==> src/rtl/core/canseg_pkg.sv <==
// Package: shared types and constants for the CAN segment reassembler.
`timescale 1ns / 1ps
package canseg_pkg;
  localparam int StoreDepth = 64;
  localparam int StoreCap   = 64;
  localparam int QDepth     = 2;

  typedef enum logic [1:0] {
    POS_SINGLE = 2'd0,
    POS_FIRST  = 2'd1,
    POS_MIDDLE = 2'd2,
    POS_FINAL  = 2'd3
  } seg_pos_t;

  typedef struct packed {
    logic       append;
    logic       complete;
    logic [5:0] base;
    logic [3:0] len;
    logic [6:0] total;
    logic [7:0] src;
    logic [3:0] func;
    logic [63:0] data;
  } cmd_t;
endpackage

==> src/rtl/core/canseg_front.sv <==
// Front end: filters frames, tracks reassembly state, issues store/emit commands.
`timescale 1ns / 1ps
module canseg_front (
  input  logic                  clk,
  input  logic                  rst,
  input  logic [7:0]            station_id,
  input  logic                  push,
  output logic                  full,
  input  logic [28:0]           ext_id,
  input  logic [3:0]            frame_len,
  input  logic [63:0]           payload,
  output logic                  cmd_valid,
  input  logic                  cmd_ready,
  output canseg_pkg::cmd_t      cmd
);
  logic              active;
  logic [6:0]        last_seg;
  logic [6:0]        collected;
  canseg_pkg::cmd_t  q [canseg_pkg::QDepth];
  logic              rd_ptr, wr_ptr;
  logic [1:0]        count;

  logic [3:0]        len;
  logic [6:0]        seg;
  logic [1:0]        pos;
  logic [7:0]        dst;
  logic [7:0]        sum;
  logic              accept, in_order, fits, take, dst_ok;
  canseg_pkg::cmd_t  c;

  assign len  = (frame_len > 4'd8) ? 4'd8 : frame_len;
  assign seg  = ext_id[18:12];
  assign pos  = ext_id[20:19];
  assign dst  = ext_id[28:21];
  assign sum  = {1'b0, collected} + {4'd0, len};
  assign dst_ok   = (dst == station_id);
  assign in_order = active && ({1'b0, seg} == {1'b0, last_seg} + 8'd1);
  assign fits     = (sum <= 8'(canseg_pkg::StoreCap));
  assign full     = (count == 2'(canseg_pkg::QDepth));
  assign accept   = push && !full;
  assign cmd_valid = (count != 2'd0);
  assign cmd       = q[rd_ptr];

  always_comb begin
    c = '0;
    c.len  = len;
    c.src  = ext_id[7:0];
    c.func = ext_id[11:8];
    c.data = payload;
    take = 1'b0;
    case (pos)
      canseg_pkg::POS_SINGLE: begin
        take = dst_ok; c.append = 1'b1; c.complete = 1'b1; c.total = {3'd0, len};
      end
      canseg_pkg::POS_FIRST: begin
        take = dst_ok; c.append = 1'b1;
      end
      canseg_pkg::POS_MIDDLE, canseg_pkg::POS_FINAL: begin
        take = dst_ok && in_order && fits;
        c.append = 1'b1;
        c.base = collected[5:0];
        c.complete = (pos == canseg_pkg::POS_FINAL);
        c.total = sum[6:0];
      end
      default: take = 1'b0;
    endcase
  end

  always_ff @(posedge clk) begin
    if (rst) begin
      active <= 1'b0; last_seg <= '0; collected <= '0;
      rd_ptr <= 1'b0; wr_ptr <= 1'b0; count <= '0;
    end else begin
      if (accept && take) begin
        q[wr_ptr] <= c;
        wr_ptr <= ~wr_ptr;
        case (pos)
          canseg_pkg::POS_FIRST: begin
            active <= 1'b1; last_seg <= seg; collected <= {3'd0, len};
          end
          canseg_pkg::POS_MIDDLE: begin
            last_seg <= seg; collected <= sum[6:0];
          end
          canseg_pkg::POS_FINAL: begin
            active <= 1'b0; last_seg <= '0; collected <= '0;
          end
          default: active <= active;
        endcase
      end
      if (cmd_valid && cmd_ready) rd_ptr <= ~rd_ptr;
      count <= count + {1'b0, accept && take} - {1'b0, cmd_valid && cmd_ready};
    end
  end

  a_count_bound: assert property (@(posedge clk) disable iff (rst)
    count <= 2'(canseg_pkg::QDepth)) else $error("queue overflow");
  a_collect_cap: assert property (@(posedge clk) disable iff (rst)
    collected <= 7'(canseg_pkg::StoreCap)) else $error("collected beyond cap");
  a_idle_clear: assert property (@(posedge clk) disable iff (rst)
    !active |-> collected == 7'd0 && last_seg == 7'd0)
    else $error("state");
endmodule

==> src/rtl/core/canseg_back.sv <==
// Back end: writes the message store and streams completed messages as chunks.
`timescale 1ns / 1ps
module canseg_back (
  input  logic             clk,
  input  logic             rst,
  input  logic             cmd_valid,
  output logic             cmd_ready,
  input  canseg_pkg::cmd_t cmd,
  output logic             empty,
  input  logic             pop,
  output logic [7:0]       source_id,
  output logic [3:0]       function_id,
  output logic [63:0]      chunk_data,
  output logic [3:0]       chunk_bytes,
  output logic [2:0]       chunk_index,
  output logic [6:0]       message_length,
  output logic             last_chunk
);
  // store kept as 8 rows of 8 bytes, one row read per cycle while the chunk output is not stalled
  logic [63:0] mem [8];
  logic        busy;
  logic [2:0]  k;
  logic [2:0]  nlast;
  logic [6:0]  total;
  logic [7:0]  src;
  logic [3:0]  func;
  logic        ovalid;
  logic        can_out;
  logic [6:0]  base;
  logic [6:0]  left;
  logic [3:0]  n;
  logic [63:0] mask;
  logic [63:0] row;

  // write: payload bytes land at base..base+len-1, spanning at most two rows
  logic [127:0] wdata, wmask, cur, merged;
  logic [2:0]   r0, r1;
  logic [5:0]   sh;

  assign r0 = cmd.base[5:3];
  assign r1 = r0 + 3'd1;
  assign sh = {cmd.base[2:0], 3'b000};
  assign wdata = {64'd0, cmd.data} << sh;
  assign wmask = {64'd0, (cmd.len == 4'd8) ? {64{1'b1}} :
                 ((64'd1 << {cmd.len[2:0], 3'b000}) - 64'd1)} << sh;
  assign cur = {mem[r1], mem[r0]};
  assign merged = (cur & ~wmask) | (wdata & wmask);

  assign can_out   = !ovalid || pop;
  assign cmd_ready = !busy;
  assign empty     = !ovalid;

  assign base = {1'b0, k, 3'b000};
  assign left = (total > base) ? total - base : 7'd0;
  assign n    = (left > 7'd8) ? 4'd8 : left[3:0];
  assign mask = (n == 4'd8) ? {64{1'b1}} : ((64'd1 << {n[2:0], 3'b000}) - 64'd1);
  assign row  = mem[k];

  always_ff @(posedge clk) begin
    if (cmd_valid && cmd_ready && cmd.append) begin
      mem[r0] <= merged[63:0];
      if (r1 != 3'd0) mem[r1] <= merged[127:64];
    end
    if (busy && can_out) begin
      source_id      <= src;
      function_id    <= func;
      chunk_data     <= row & mask;
      chunk_bytes    <= n;
      chunk_index    <= k;
      message_length <= total;
      last_chunk     <= (k == nlast);
    end
  end

  always_ff @(posedge clk) begin
    if (rst) begin
      busy <= 1'b0; ovalid <= 1'b0; k <= '0;
    end else begin
      if (pop && ovalid) ovalid <= 1'b0;
      if (busy && can_out) begin
        ovalid <= 1'b1;
        k <= k + 3'd1;
        if (k == nlast) busy <= 1'b0;
      end else if (cmd_valid && cmd_ready && cmd.complete) begin
        busy  <= 1'b1;
        k     <= '0;
        total <= cmd.total;
        nlast <= (cmd.total == 7'd0) ? 3'd0 : 3'(({1'b0, cmd.total} - 8'd1) >> 3);
        src   <= cmd.src;
        func  <= cmd.func;
      end
    end
  end

  a_no_take_busy: assert property (@(posedge clk) disable iff (rst)
    busy |-> !cmd_ready) else $error("command taken while busy");
  a_last_ends: assert property (@(posedge clk) disable iff (rst)
    busy && can_out && k == nlast |=> !busy) else $error("emit did not end");
  a_len_range: assert property (@(posedge clk) disable iff (rst)
    busy |-> total <= 7'(canseg_pkg::StoreCap)) else $error("length range");
endmodule

==> src/rtl/core/can_segment_reassembler.sv <==
// Top level: CAN extended-id segmented message reassembler.
//  channel | handshake     | payload
//  config  | station_we    | station_wdata[7:0]
//  frame   | push / full   | ext_id, frame_len, payload
//  chunk   | pop / empty   | source_id, function_id, chunk_data, chunk_bytes,
//          |               | chunk_index, message_length, last_chunk
// A frame is taken when push is high and full is low; a two-entry command queue
// sits between the filter and the store/emit unit. A completing frame occupies
// the emit unit while it takes its command and emits its chunks (1..8).
// Reset (rst, synchronous) clears state; the store itself holds no reset value.
// Either side may stall independently; full rises when the queue is full.
`timescale 1ns / 1ps
module can_segment_reassembler (
  input  logic        clk,
  input  logic        rst,
  input  logic        station_we,
  input  logic [7:0]  station_wdata,
  input  logic        push,
  output logic        full,
  input  logic [28:0] ext_id,
  input  logic [3:0]  frame_len,
  input  logic [63:0] payload,
  output logic        empty,
  input  logic        pop,
  output logic [7:0]  source_id,
  output logic [3:0]  function_id,
  output logic [63:0] chunk_data,
  output logic [3:0]  chunk_bytes,
  output logic [2:0]  chunk_index,
  output logic [6:0]  message_length,
  output logic        last_chunk
);
  logic [7:0]       station_id;
  logic             cmd_valid, cmd_ready;
  canseg_pkg::cmd_t cmd;

  always_ff @(posedge clk) begin
    if (rst) station_id <= '0;
    else if (station_we) station_id <= station_wdata;
  end

  canseg_front u_front (
    .clk, .rst, .station_id, .push, .full, .ext_id, .frame_len, .payload,
    .cmd_valid, .cmd_ready, .cmd
  );

  canseg_back u_back (
    .clk, .rst, .cmd_valid, .cmd_ready, .cmd, .empty, .pop,
    .source_id, .function_id, .chunk_data, .chunk_bytes, .chunk_index,
    .message_length, .last_chunk
  );
endmodule
==> config.mk <==
export PLATFORM = sky130hd
export DESIGN_NAME = can_segment_reassembler
export DESIGN_NICKNAME = d
export VERILOG_FILES = /design/src/rtl/core/canseg_pkg.sv /design/src/rtl/core/canseg_front.sv /design/src/rtl/core/canseg_back.sv /design/src/rtl/core/can_segment_reassembler.sv
export SDC_FILE = /design/constraint.sdc
export NUM_CORES = 2
export LEC_CHECK = 0
export BUFFER_PORTS_ARGS = -buffer_cell sky130_fd_sc_hd__buf_4
export CAP_MARGIN = 20
export CORE_ASPECT_RATIO = 0.8
export CORE_UTILIZATION = 55
export CTS_CLUSTER_SIZE = 40
export DETAILED_ROUTE_END_ITERATION = 16
export PLACE_DENSITY = 0.72
export SLEW_MARGIN = 30
export SYNTH_ARGS = -nofsm -noshare
export SYNTH_HDL_FRONTEND = slang
export SYNTH_SLANG_ARGS = --single-unit
==> constraint.sdc <==
create_clock -name clk -period 12.6 [get_ports clk]
set_clock_uncertainty 0.15 [all_clocks]
set_input_delay 1.26 -clock clk [delete_from_list [all_inputs] [get_ports clk]]
set_output_delay 1.26 -clock clk [all_outputs]
set_load 0.02 [all_outputs]
==> metrics.txt <==
# rows ~100; share of cells above drive strength 1 a little over a fifth; GRT Overall Usage a little over a third; Unique masters post-synth 94; CTS Hold Bufs 0; worst skew pair latency 680 ps; Synth area leader edfxtp_1; routability congestion estimate 0.976; DR iter-0 viols 6804; synthesized area between 50000 and 60000 µm²; Sink Count 849; FF-to-FF path depth 10; Area Overhead vs Synth 10.9%; GRT overflow 0; Post-DRT Antenna Nets 0; CTS H-tree lvls 3; most used cell, CP buf_4; Commonest cells post-synth 813 x edfxtp_1, 790 x nand2_1, 552 x mux2i_1, 303 x mux2_2, 238 x o21ai_0; routed wire length 174000 µm; IO Pins 203; vias per cell 7.02; most frequent cell after synthesis edfxtp_1; CP max stage cell buf_4; post-synthesis sequential area ratio 49.3%; failing checks design-rule violations; PwrDens 151 nW/µm²; die width between 300 and 400 µm; DRC Markers 10; status finished, violations left; Core Area 91500 µm²; Hold Slack about 270 ps; worst vdd ir 149 µV; Crit Path Class reg2reg; Vert. Die Dim between 200 and 300 µm; worst-margin pin slew 1110 ps; TritonRoute pass-1 iters 12; CTS tree built; Hold WC Path Type reg2reg; CTS Buffer Depth 3; Setup TNS 0 ps; reg-to-reg setup timing slack 5910 ps; clock-pin slew on the worst setup and hold paths 60 ps; Setup crit end kind flop; Gate Count Post-Synth 4404; Initial Utilization 55.7%; Vias about 40000; maxcap violations 0; Synth Warn # 0; vias in the first global route 37700; drt wl/cell a little over 30 µm; nets 4577; crit start category flop; Post-synth EDFFs a little over 800; Synth top area share 47.8%; Post-CTS Repair Setup Buffers 0; Lkg Pwr 21.0 nW; Async SR Flop Fraction 0%; synth top area cells edfxtp_1 48%, mux2i_1 11%, mux4_2 6.8%, mux2_2 6.7%, nand2_1 5.8%; synthesized area per cell 11.6 µm²; hpwl dp 111000 µm; Critical Path RT 12750 ps; post-cts sizing count 0; Slew Limit Fails 0; IO buf count approximately 200; RSZ-0062 raised after global routing false; Hold Fails Final Rpt 0; antenna violations before repair 8; Worst EP arrival 6840 ps; Critical Path Fanout Max 110; Syn Nets around 4500; minimum clock period 6690 ps; largest net degree at the start of global routing 126; fmax 0.149 GHz; WHS Endpoint u_back.function_id[1]; r2r endpoint u_back.mem[1][63]; Max stage delay on crit path 880 ps; min-delay src u_back.func[1]; first-pass GRT wire length 252000 µm; CTS Buf Count 87; Yosys reg bits 849; slew margin rel. about 25%; Post-synth top flop edfxtp_1; crit path cell chain mux2i_4, buf_4, inv_6, ha_1, xnor2_2, buf_12, nor3_1, nand2_4, o21ai_4, buf_4; fin crit share 53.1%; clk root buf clkbuf_16; final setup fails 0; worst hold path depth 0; die area ~94000 µm²
metal layers:
metal	vias up	track usage, %	wire length [µm]
met5	-	1.02	180
met4	10	19.0	10200
met3	570	12.0	25600
met2	3150	52.1	73100
met1	19600	49.3	64900
li1	16900	-	-
flip-flops by register name, summed over array words and instances (netlist names), 2 cells and up, named ones only:
register,count
u_front.last_seg,7
u_back.nlast,3
station_id,8
u_back.chunk_index,3
u_front.collected,7
u_back.func,4
u_front.q,188
u_back.function_id,4
u_back.chunk_data,64
u_back.mem,512
u_back.source_id,8
u_back.chunk_bytes,4
u_front.count,2
u_back.src,8
u_back.total,7
u_back.k,3
u_back.message_length,7
metrics by stage:
step	utilization (%)	std cells	power (mW)	area, µm²	setup WS (ps)
6_report	61.8	5733	8.55	56600	5910
5_1_grt	61.8	5731	8.73	56600	5820
4_1_cts	61.7	5727	8.47	56500	6040
3_5_place_dp	58.5	5568	5.82	53600	6080
3_3_place_gp	58.5	5565	5.78	53500	6150
2_1_floorplan	-	4404	5.00	51000	1730
how the worst max path moves through the flow:
stage | from | to | cells past startpoint
2_1_floorplan | frame_len[0] | u_front.q[1][0] | 10
3_3_place_gp | flop | u_back.mem[1][63] | 10
3_5_place_dp | flop | u_back.mem[1][46] | 10
4_1_cts | flop | u_back.mem[1][56] | 10
5_1_grt | flop | u_back.mem[1][56] | 10
6_report | flop | u_back.mem[1][63] | 10
worst max-delay path, delay by kind of cell, from the launching register on:
family | cells | cell delay (ps)
DFF | 1 | 800
buffers and inverters | 4 | 2190
adders and majority gates | 1 | 490
muxes | 1 | 330
xor gates and xnor gates | 1 | 210
and+or+nand+nor | 2 | 1370
AOI/OAI and AO/OA | 1 | 480
power by group:
group | total, mW | internal [mW] | switching (mW) | leakage (nW)
clock network | 2.69 | 1.52 | 1.17 | 1.42
registers | 3.68 | 3.47 | 0.212 | 7.68
logic | 2.17 | 0.733 | 1.44 | 12.0
total | 8.55 | 5.73 | 2.82 | 21.0
final cells by class:
| cell class | instances | area (µm²) |
|---|---|---|
| antenna | 4 | 10.0 |
| clock buffer | 109 | 2330 |
| clock inverter | 50 | 566 |
| fill | 7070 | 35000 |
| inverter | 35 | 141 |
| multi-input combinational | 3181 | 24600 |
| sequential | 849 | 25100 |
| tap | 1212 | 1520 |
| timing repair buffer | 293 | 2310 |
kinds of logic (layout without fill, tap and decap cells):
family / count (synthesis) / count (layout) / share of synthesized area, %
mux: 1032 / 1032 / 25.0
compound gates: 782 / 782 / 10.3
simple gates: 1312 / 1312 / 11.1
fa+ha+maj: 20 / 20 / 0.520
buf+inv: 374 / 487 / 3.27
xor+xnor: 35 / 35 / 0.616
flops: 849 / 849 / 49.3
other cells: 0 / 4 / 0
layout by cell type (no fill, tap or decap), drive strengths merged, types with 11 or more instances in the layout:
cell type / Yosys / final
a211oi: 17 / 17
a21o: 14 / 14
a21oi: 122 / 122
a221o: 17 / 17
a221oi: 42 / 42
a222oi: 11 / 11
a22oi: 42 / 42
a311oi: 54 / 54
a31oi: 45 / 45
and2: 14 / 14
and3: 56 / 56
buf: 188 / 293
clkbuf: 151 / 109
clkinv: 0 / 31
dfxtp: 36 / 36
edfxtp: 813 / 813
ha: 18 / 18
inv: 35 / 40
mux2: 308 / 308
mux2i: 569 / 569
mux4: 155 / 155
nand2: 790 / 790
nand3: 153 / 153
nand3b: 16 / 16
nor2: 189 / 189
nor3: 33 / 33
o211ai: 21 / 21
o21a: 21 / 21
o21ai: 269 / 269
o22a: 11 / 11
o22ai: 13 / 13
o2bb2ai: 11 / 11
o31ai: 15 / 15
or3: 12 / 12
xnor2: 22 / 22
xor2: 13 / 13
No activity file was read; power rests on OpenSTA's default activity.
